===== config.mk =====
export PLATFORM = sky130hd
export DESIGN_NAME = fm_phase_discriminator
export DESIGN_NICKNAME = d
export VERILOG_FILES = /design/src/rtl/fmpd_pkg.sv /design/src/rtl/fmpd_cordic.sv /design/src/rtl/fmpd_scale.sv /design/src/rtl/fm_phase_discriminator.sv
export SDC_FILE = /design/constraint.sdc
export NUM_CORES = 1
export LEC_CHECK = 0
export BUFFER_PORTS_ARGS = -buffer_cell sky130_fd_sc_hd__buf_4
export CAP_MARGIN = 40
export CORE_MARGIN = 2
export CORE_UTILIZATION = 52
export DETAILED_ROUTE_END_ITERATION = 10
export GPL_TIMING_DRIVEN = 0
export PLACE_DENSITY = 0.72
export SETUP_SLACK_MARGIN = 0.3
export SLEW_MARGIN = 20
export SYNTH_ARGS = -nofsm -noshare
export SYNTH_HDL_FRONTEND = slang
export SYNTH_SLANG_ARGS = --single-unit

===== constraint.sdc =====
create_clock -name clock -period 9.2 [get_ports clock]
set_input_delay 2.3 -clock clock [delete_from_list [all_inputs] [get_ports clock]]
set_output_delay 2.3 -clock clock [all_outputs]
set_load 0.02 [all_outputs]

===== src/rtl/fmpd_pkg.sv =====
package fmpd_pkg;

   // Default and limit of the CORDIC iteration count
   localparam int CORDIC_STAGES_DEF = 16;
   localparam int TABLE_LEN = 24;
   localparam int STEP_W = $clog2(TABLE_LEN);

   // Datapath widths
   localparam int SAMPLE_W = 16;
   localparam int PHASE_W = 16;
   localparam int GAIN_W = 16;
   localparam int ANGLE_W = 32;
   // Scaled sample (2^16) grows by the CORDIC gain; 35 bits covers it with margin
   localparam int XY_W = 35;
   localparam int PROD_W = PHASE_W + GAIN_W + 1;
   localparam int FRAC_W = 12;

   // Configuration port
   localparam int CSR_DATA_W = 32;
   localparam int CSR_ADDR_W = 3;
   localparam logic [0:0] REG_GAIN = 1'b0;
   localparam logic [GAIN_W-1:0] GAIN_RESET = 16'd4096;

   // Half turn in accumulator units
   localparam logic [ANGLE_W-1:0] HALF_TURN = 32'h8000_0000;

   // Control from the sequencer to the CORDIC unit
   typedef struct packed {
      logic              load;
      logic              step;
      logic [STEP_W-1:0] idx;
   } cordic_ctl_type;

   // atan(2^-k) in units of 2^-32 turn
   function automatic logic [ANGLE_W-1:0] atan_step(input logic [STEP_W-1:0] k);
      logic [ANGLE_W-1:0] t;
      case (k)
         5'd0:    t = 32'd536870912;
         5'd1:    t = 32'd316933406;
         5'd2:    t = 32'd167458907;
         5'd3:    t = 32'd85004756;
         5'd4:    t = 32'd42667331;
         5'd5:    t = 32'd21354465;
         5'd6:    t = 32'd10679838;
         5'd7:    t = 32'd5340245;
         5'd8:    t = 32'd2670163;
         5'd9:    t = 32'd1335087;
         5'd10:   t = 32'd667544;
         5'd11:   t = 32'd333772;
         5'd12:   t = 32'd166886;
         5'd13:   t = 32'd83443;
         5'd14:   t = 32'd41722;
         5'd15:   t = 32'd20861;
         5'd16:   t = 32'd10430;
         5'd17:   t = 32'd5215;
         5'd18:   t = 32'd2608;
         5'd19:   t = 32'd1304;
         5'd20:   t = 32'd652;
         5'd21:   t = 32'd326;
         5'd22:   t = 32'd163;
         5'd23:   t = 32'd81;
         default: t = '0;
      endcase
      return t;
   endfunction

endpackage


===== src/rtl/fmpd_cordic.sv =====
module fmpd_cordic (
   input  logic                                   clock,
   input  fmpd_pkg::cordic_ctl_type               ctl,
   input  logic signed [fmpd_pkg::SAMPLE_W-1:0]   i_sample,
   input  logic signed [fmpd_pkg::SAMPLE_W-1:0]   q_sample,
   output logic        [fmpd_pkg::PHASE_W-1:0]    phase
);

   logic signed [fmpd_pkg::XY_W-1:0]    x_ff, x_in;
   logic signed [fmpd_pkg::XY_W-1:0]    y_ff, y_in;
   logic        [fmpd_pkg::ANGLE_W-1:0] z_ff, z_in;
   logic                                zero_ff, zero_in;

   logic signed [fmpd_pkg::XY_W-1:0]    x_load, y_load;
   logic signed [fmpd_pkg::XY_W-1:0]    x_sh, y_sh;
   logic        [fmpd_pkg::ANGLE_W-1:0] t_k;

   // Scale the sample by 2^16
   assign x_load = fmpd_pkg::XY_W'(i_sample) <<< 16;
   assign y_load = fmpd_pkg::XY_W'(q_sample) <<< 16;

   // Shared shift unit, floor rounding
   assign x_sh = x_ff >>> ctl.idx;
   assign y_sh = y_ff >>> ctl.idx;
   assign t_k  = fmpd_pkg::atan_step(ctl.idx);

   // Load, pre-rotate by pi for the left half plane, or do one vectoring step
   always_comb begin
      x_in    = x_ff;
      y_in    = y_ff;
      z_in    = z_ff;
      zero_in = zero_ff;
      if (ctl.load) begin
         zero_in = (i_sample == '0) && (q_sample == '0);
         if (i_sample[fmpd_pkg::SAMPLE_W-1]) begin
            x_in = -x_load;
            y_in = -y_load;
            z_in = fmpd_pkg::HALF_TURN;
         end else begin
            x_in = x_load;
            y_in = y_load;
            z_in = '0;
         end
      end else if (ctl.step) begin
         if (!y_ff[fmpd_pkg::XY_W-1]) begin
            x_in = x_ff + y_sh;
            y_in = y_ff - x_sh;
            z_in = z_ff + t_k;
         end else begin
            x_in = x_ff - y_sh;
            y_in = y_ff + x_sh;
            z_in = z_ff - t_k;
         end
      end
   end

   always_ff @(posedge clock) begin
      x_ff    <= x_in;
      y_ff    <= y_in;
      z_ff    <= z_in;
      zero_ff <= zero_in;
   end

   // Round the accumulator to the nearest 16-bit step; an all-zero sample gives phase 0
   assign phase = zero_ff ? '0
                : z_ff[fmpd_pkg::ANGLE_W-1 -: fmpd_pkg::PHASE_W]
                  + fmpd_pkg::PHASE_W'(z_ff[fmpd_pkg::PHASE_W-1]);

endmodule


===== src/rtl/fmpd_scale.sv =====
module fmpd_scale (
   input  logic                                 clock,
   input  logic                                 reset,
   input  logic                                 mult_en,
   input  logic        [fmpd_pkg::PHASE_W-1:0]  phase,
   input  logic        [fmpd_pkg::GAIN_W-1:0]   gain,
   output logic signed [fmpd_pkg::PHASE_W-1:0]  demod,
   output logic                                 saturated
);

   localparam int SHIFT_W = fmpd_pkg::PROD_W - fmpd_pkg::FRAC_W;

   logic        [fmpd_pkg::PHASE_W-1:0] prev_phase_ff, prev_phase_in;
   logic signed [fmpd_pkg::PROD_W-1:0]  prod_ff, prod_in;
   logic signed [fmpd_pkg::PHASE_W-1:0] diff;
   logic signed [SHIFT_W-1:0]           shifted;
   logic                                fits;

   // Wrapped phase difference times unsigned gain
   assign diff    = $signed(phase - prev_phase_ff);
   assign prod_in = mult_en ? fmpd_pkg::PROD_W'(diff * $signed({1'b0, gain})) : prod_ff;
   assign prev_phase_in = mult_en ? phase : prev_phase_ff;

   always_ff @(posedge clock) begin
      if (reset) begin
         prev_phase_ff <= '0;
      end else begin
         prev_phase_ff <= prev_phase_in;
      end
   end

   always_ff @(posedge clock) begin
      prod_ff <= prod_in;
   end

   // Drop the fraction bits and clip to 16 bits
   assign shifted = prod_ff[fmpd_pkg::PROD_W-1:fmpd_pkg::FRAC_W];
   assign fits = (shifted[SHIFT_W-1:fmpd_pkg::PHASE_W-1] == '0)
              || (shifted[SHIFT_W-1:fmpd_pkg::PHASE_W-1] == '1);
   assign saturated = !fits;

   always_comb begin
      if (fits) begin
         demod = shifted[fmpd_pkg::PHASE_W-1:0];
      end else if (shifted[SHIFT_W-1]) begin
         demod = {1'b1, {(fmpd_pkg::PHASE_W-1){1'b0}}};
      end else begin
         demod = {1'b0, {(fmpd_pkg::PHASE_W-1){1'b1}}};
      end
   end

endmodule


===== src/rtl/fm_phase_discriminator.sv =====
// Each accepted request word gives one response word after these steps in order:
// load at the accepting edge, the CORDIC steps one by one in the shared shift-add unit,
// one multiply, one output register (which waits while the previous response is stalled).
// The single CORDIC unit takes one word at a time: req_stall stays high from the accepted
// word until its result is written to the output register and the sequencer is idle again.
// Reset (synchronous): stored phase 0, gain 4096 (unity), no response pending.
module fm_phase_discriminator #(
   parameter int CORDIC_STAGES = fmpd_pkg::CORDIC_STAGES_DEF
) (
   input  logic                                 clock,
   input  logic                                 reset,
   input  logic                                 req_valid,
   output logic                                 req_stall,
   input  logic signed [fmpd_pkg::SAMPLE_W-1:0] req_i_sample,
   input  logic signed [fmpd_pkg::SAMPLE_W-1:0] req_q_sample,
   output logic                                 rsp_valid,
   input  logic                                 rsp_stall,
   output logic signed [fmpd_pkg::PHASE_W-1:0]  rsp_demod,
   output logic                                 rsp_saturated,
   input  logic                                 csr_psel,
   input  logic                                 csr_penable,
   input  logic                                 csr_pwrite,
   input  logic [fmpd_pkg::CSR_ADDR_W-1:0]      csr_paddr,
   input  logic [fmpd_pkg::CSR_DATA_W-1:0]      csr_pwdata,
   output logic [fmpd_pkg::CSR_DATA_W-1:0]      csr_prdata,
   output logic                                 csr_pready
);

   localparam int STAGES = (CORDIC_STAGES > fmpd_pkg::TABLE_LEN)
                         ? fmpd_pkg::TABLE_LEN : CORDIC_STAGES;
   localparam logic [fmpd_pkg::STEP_W-1:0] LAST_STEP = fmpd_pkg::STEP_W'(STAGES - 1);

   typedef enum logic [3:0] {
      S_IDLE = 4'b0001,
      S_ITER = 4'b0010,
      S_MULT = 4'b0100,
      S_DONE = 4'b1000
   } state_type;

   state_type                          state_ff, state_in;
   logic [fmpd_pkg::STEP_W-1:0]        step_ff, step_in;
   logic [fmpd_pkg::GAIN_W-1:0]        gain_ff, gain_in;
   logic                               rsp_valid_ff, rsp_valid_in;
   logic signed [fmpd_pkg::PHASE_W-1:0] rsp_demod_ff, rsp_demod_in;
   logic                               rsp_sat_ff, rsp_sat_in;

   fmpd_pkg::cordic_ctl_type           cordic_ctl;
   logic [fmpd_pkg::PHASE_W-1:0]       phase;
   logic signed [fmpd_pkg::PHASE_W-1:0] demod;
   logic                               saturated;
   logic                               req_take;
   logic                               out_free;
   logic                               mult_en;
   logic                               csr_wr;
   logic [0:0]                         csr_idx;

   // Configuration port
   assign csr_pready = 1'b1;
   assign csr_idx    = csr_paddr[fmpd_pkg::CSR_ADDR_W-1 -: 1];
   assign csr_wr     = csr_psel && csr_penable && csr_pwrite && csr_pready;
   assign gain_in    = (csr_wr && csr_idx == fmpd_pkg::REG_GAIN)
                     ? csr_pwdata[fmpd_pkg::GAIN_W-1:0] : gain_ff;
   assign csr_prdata = (csr_idx == fmpd_pkg::REG_GAIN)
                     ? fmpd_pkg::CSR_DATA_W'(gain_ff) : '0;

   // Handshake
   assign req_stall = (state_ff != S_IDLE);
   assign req_take  = req_valid && !req_stall;
   assign out_free  = !(rsp_valid_ff && rsp_stall);

   // Sequencer
   always_comb begin
      state_in         = state_ff;
      step_in          = step_ff;
      cordic_ctl.load  = 1'b0;
      cordic_ctl.step  = 1'b0;
      cordic_ctl.idx   = step_ff;
      mult_en          = 1'b0;
      rsp_valid_in     = rsp_valid_ff && rsp_stall;
      rsp_demod_in     = rsp_demod_ff;
      rsp_sat_in       = rsp_sat_ff;
      case (state_ff)
         S_IDLE: begin
            if (req_take) begin
               cordic_ctl.load = 1'b1;
               step_in         = '0;
               state_in        = S_ITER;
            end
         end
         S_ITER: begin
            cordic_ctl.step = 1'b1;
            if (step_ff == LAST_STEP) begin
               state_in = S_MULT;
            end else begin
               step_in = step_ff + 1'b1;
            end
         end
         S_MULT: begin
            mult_en  = 1'b1;
            state_in = S_DONE;
         end
         S_DONE: begin
            // hold until the output register is free
            if (out_free) begin
               rsp_valid_in = 1'b1;
               rsp_demod_in = demod;
               rsp_sat_in   = saturated;
               state_in     = S_IDLE;
            end
         end
         default: begin
            state_in = S_IDLE;
         end
      endcase
   end

   always_ff @(posedge clock) begin
      if (reset) begin
         state_ff     <= S_IDLE;
         gain_ff      <= fmpd_pkg::GAIN_RESET;
         rsp_valid_ff <= 1'b0;
      end else begin
         state_ff     <= state_in;
         gain_ff      <= gain_in;
         rsp_valid_ff <= rsp_valid_in;
      end
   end

   always_ff @(posedge clock) begin
      step_ff      <= step_in;
      rsp_demod_ff <= rsp_demod_in;
      rsp_sat_ff   <= rsp_sat_in;
   end

   fmpd_cordic u_cordic (
      .clock    (clock),
      .ctl      (cordic_ctl),
      .i_sample (req_i_sample),
      .q_sample (req_q_sample),
      .phase    (phase)
   );

   fmpd_scale u_scale (
      .clock     (clock),
      .reset     (reset),
      .mult_en   (mult_en),
      .phase     (phase),
      .gain      (gain_ff),
      .demod     (demod),
      .saturated (saturated)
   );

   assign rsp_valid     = rsp_valid_ff;
   assign rsp_demod     = rsp_demod_ff;
   assign rsp_saturated = rsp_sat_ff;

endmodule

==> impl_results.md <==
* Slowest stage delay, CP at approximately 620 ps
* Final min period at between 8000 and 9000 ps
* Worst Hold Path Cells at 2
* Worst r2r src: u_cordic.z_ff[15]
* Die width at ~240 um
* Kind of end point of the critical path: register
* Fin cells at 4345
* Port bufs at slightly below 90
* Worst vdd ir at 0.416 mV
* Sw Ratio at 0.516
* Wire per inst at between 20 and 25 um
* Clock transition at path regs at around 60 ps
* # fillers at ~5000
* Chip height at 241 um
* Setup_tns at 0 ps
* Seq/Total Area, Yosys at 0.196
* Fin crit share at 0.955
* CTS tree: done
* CP Data Arrival Time at between 9000 and 10000 ps
* Final core occ at 0.596
* DR vias/cell at a little over 6
* Top cell type's share of synthesized area at 0.150
* Worst Max-Slew Pin Slew at ~900 ps
* TritonCTS Buffers at 27
* Switching power at approximately 7.6 mW
* Post-route ant nets at 0
* Largest net degree at the start of global routing at 43
* Maxcap violations at 0
* GR Util All Layers at 0.338
* DRT iter0 DRCs at about 2700
* Antenna violations before repair at 6
* Share of layout cells above drive strength 1 at 0.137
* #FFs+latches synth at 213
* Endpoint, Worst Hold: u_scale.prev_phase_ff[12]
* Synth top area cells: edfxtp_1 (15%), fa_1 (14%), ha_1 (11%)
* Final Instance Area at roughly 33000 um^2
* Reg area at between 5000 and 6000 um^2
* Initial Util at 0.527
* Detailed-route via count at roughly 26000
* Post-synth EDFFs at 146
* Clk sinks at 213
* Reg-to-reg endpoint: u_scale.prod_ff[27]
* Logic pwr share at 0.785
* Worst Reg-to-Reg Cells at 36
* FMAX at between 100 and 150 MHz
* Worst-Skew Late Latency at slightly above 600 ps
* Yosys warning total at 0
* Post-DP HPWL at about 77000 um
* Cell chosen for the clock root: clkbuf_16
* Rows at 86
* WHS at around 450 ps
* Type of the tightest min-delay check: reg2reg
* I/O Pins at around 130
* Layout area overhead at 13.0%
* Setup CP Type: reg2reg
* Slew Viols, Final at 0
* Reg power frac at 0.142
* Worst R2R Setup Slack at 410 ps
* Skew final at about 18 ps
* Residual DRC at 0
* Yosys cell types at 95
* Synth area leader: edfxtp_1
* Core area at 55300 um^2
* Final setup margin at around 410 ps
* Synthesized cell area at approximately 29000 um^2
* RSZ-0062 raised after global routing: yes
* Data required, critical path at roughly 9600 ps
* Hold Startpoint: u_scale.prev_phase_ff[12]
* Syn Area/Cell at 8.64 um^2
* Routed WL at approximately 98000 um
* Lkg Pwr at 14.6 nW
* Number of global-route vias before repair at 24900
* Total Power at between 10 and 15 mW
* Synth Flop Type: edfxtp_1
* CP max FO at 6
* DR pass1 iterations at 8
* Area of the multi-input gates at ~22000 um^2
* Final Setup Violations at 0
* Clock power frac at 0.073
* H-Tree Level Count at 1
* Global route overflow at 0
* Gpl congestion at just over 1
* Bufs on Longest Clock Path at 3
* Crit path launch type: register
* Outcome: completed
* PD cells at 448 nW/um^2
* First-pass GRT wire length at between 100000 and 150000 um
* Asr flop ratio synth at 0
* # nets final at about 4100
* Instance count of the mapped netlist at 3375
* Rel. slew slack at 0.394
* Hold Vio Cnt, Final at 0
* CP max stage cell: fa_2
* Placed Area at 31100 um^2
* P_int at slightly above 7 mW
* Dpl cells at between 4000 and 5000
* Setup WS pre-CTS at -1310 ps
* Die area at slightly below 60000 um^2
## power by group through the flow
| stage | combinational [mW] | clock (mW) | sequential (mW) |
|---|---|---|---|
| 6_report | 11.6 | 1.08 | 2.10 |
| 5_1_grt | 12.8 | 1.12 | 2.12 |
| 4_1_cts | 11.1 | 1.09 | 2.07 |
| 3_5_place_dp | 10.4 | 0 | 2.08 |
| 3_3_place_gp | 10.3 | 0 | 2.08 |
| 2_1_floorplan | 7.80 | 0 | 1.89 |
## kinds of logic after synthesis
family | synth area share
buf+inv | 0.0714
compound gates | 0.159
xor+xnor | 0.0655
other cells | 0.000257
flops | 0.196
fa+ha+maj | 0.242
simple gates | 0.178
mux | 0.0869
## sequential cells by signal (all words and copies together) (netlist names)
name	count
gain_ff	16
rsp_demod	16
rsp_saturated	1
rsp_valid	1
state_ff	4
step_ff	5
u_cordic.t_k	30
u_cordic.x_ff	35
u_cordic.y_ff	35
u_cordic.z_ff	32
u_cordic.zero_ff	1
u_scale.prev_phase_ff	16
u_scale.prod_ff	21
## cell type report
type	count	share of cell area
well taps	748	0.0284
multi-input cells	2675	0.666
repair buffers	156	0.0397
plain buffers	170	0.0276
diodes	1	0.0000759
flip-flops and latches	213	0.174
clock inverters	17	0.00418
inverters	332	0.0380
clock buffers	33	0.0221
## routing by layer
| metal | wire length (um) | share of wire | GRT usage |
|---|---|---|---|
| met5 | 45 | 0.00046 | 0 |
| met1 | 41900 | 0.43 | 0.481 |
| met4 | 4160 | 0.042 | 0.124 |
| met3 | 10700 | 0.11 | 0.0803 |
| met2 | 41600 | 0.42 | 0.500 |
## worst max-delay path, delay by kind of cell (launching register included)
| family | cells | cell delay (ps) |
|---|---|---|
| compound gates | 13 | 2450 |
| buf+inv | 6 | 770 |
| xor+xnor | 2 | 260 |
| flops | 1 | 450 |
| fa+ha+maj | 9 | 3820 |
| simple gates | 6 | 780 |
## Yosys cell counts (12+ instances only)
master / number
mux2i_1: 49
mux4_2: 76
fa_1: 197
buf_2: 21
nand2_1: 405
a31oi_1: 26
a22oi_1: 17
a21boi_0: 12
xnor2_1: 137
a211oi_1: 27
o22ai_1: 24
a21o_1: 80
and2_1: 93
o21bai_1: 12
clkbuf_1: 105
mux2_2: 20
dfxtp_1: 67
nor2b_1: 57
and3_1: 31
o21a_1: 24
buf_4: 27
inv_1: 328
o21ai_0: 158
ha_1: 250
nor2_1: 280
a21oi_1: 244
nor3_1: 58
nand2b_1: 46
xor2_1: 81
or3_1: 22
edfxtp_1: 146
o31ai_1: 19
o211ai_1: 16
nand3_1: 35
## layout by cell type (no fill, tap or decap), types with 16 or more instances in the layout
cell type    n
and3_1      30
o21a_1      24
nor2b_1     55
inv_1      321
a31oi_1     24
o21ai_0    149
a22oi_1     17
mux2i_1     49
dfxtp_1     67
a21oi_1    235
xnor2_1    133
mux2_2      20
clkbuf_16   27
or3_1       21
nor3_1      56
clkbuf_1    93
o31ai_1     19
edfxtp_1   146
nand3_1     33
mux4_2      76
o22ai_1     24
buf_2       24
buf_6       20
nor2_1     272
fa_1       189
nand2b_1    44
nand2_1    403
conb_1      17
and2_1      92
ha_1       240
o211ai_1    16
buf_4      159
xor2_1      77
a211oi_1    24
a21o_1      79
## what timing repair did
item	in CTS	in global routing
pin swaps	49	50
buffers inserted	26	15
setup endpoints to repair	18	12
hold buffers	0	0
resized for setup	99	60
## worst max-delay path by stage
stage	from	end	slack, ps	depth (start not counted)
global placement	u_cordic.z_ff[15]	u_scale.prod_ff[32]	-1470	37
finish	u_cordic.z_ff[15]	u_scale.prod_ff[27]	410	36
floorplan	u_cordic.z_ff[15]	u_scale.prod_ff[32]	300	37
detailed placement	u_cordic.z_ff[15]	u_scale.prod_ff[32]	-1310	36
global route	u_cordic.z_ff[15]	u_scale.prod_ff[32]	90	38
CTS	u_cordic.z_ff[15]	u_scale.prod_ff[27]	300	36
No activity file was read; power rests on OpenSTA's default activity.
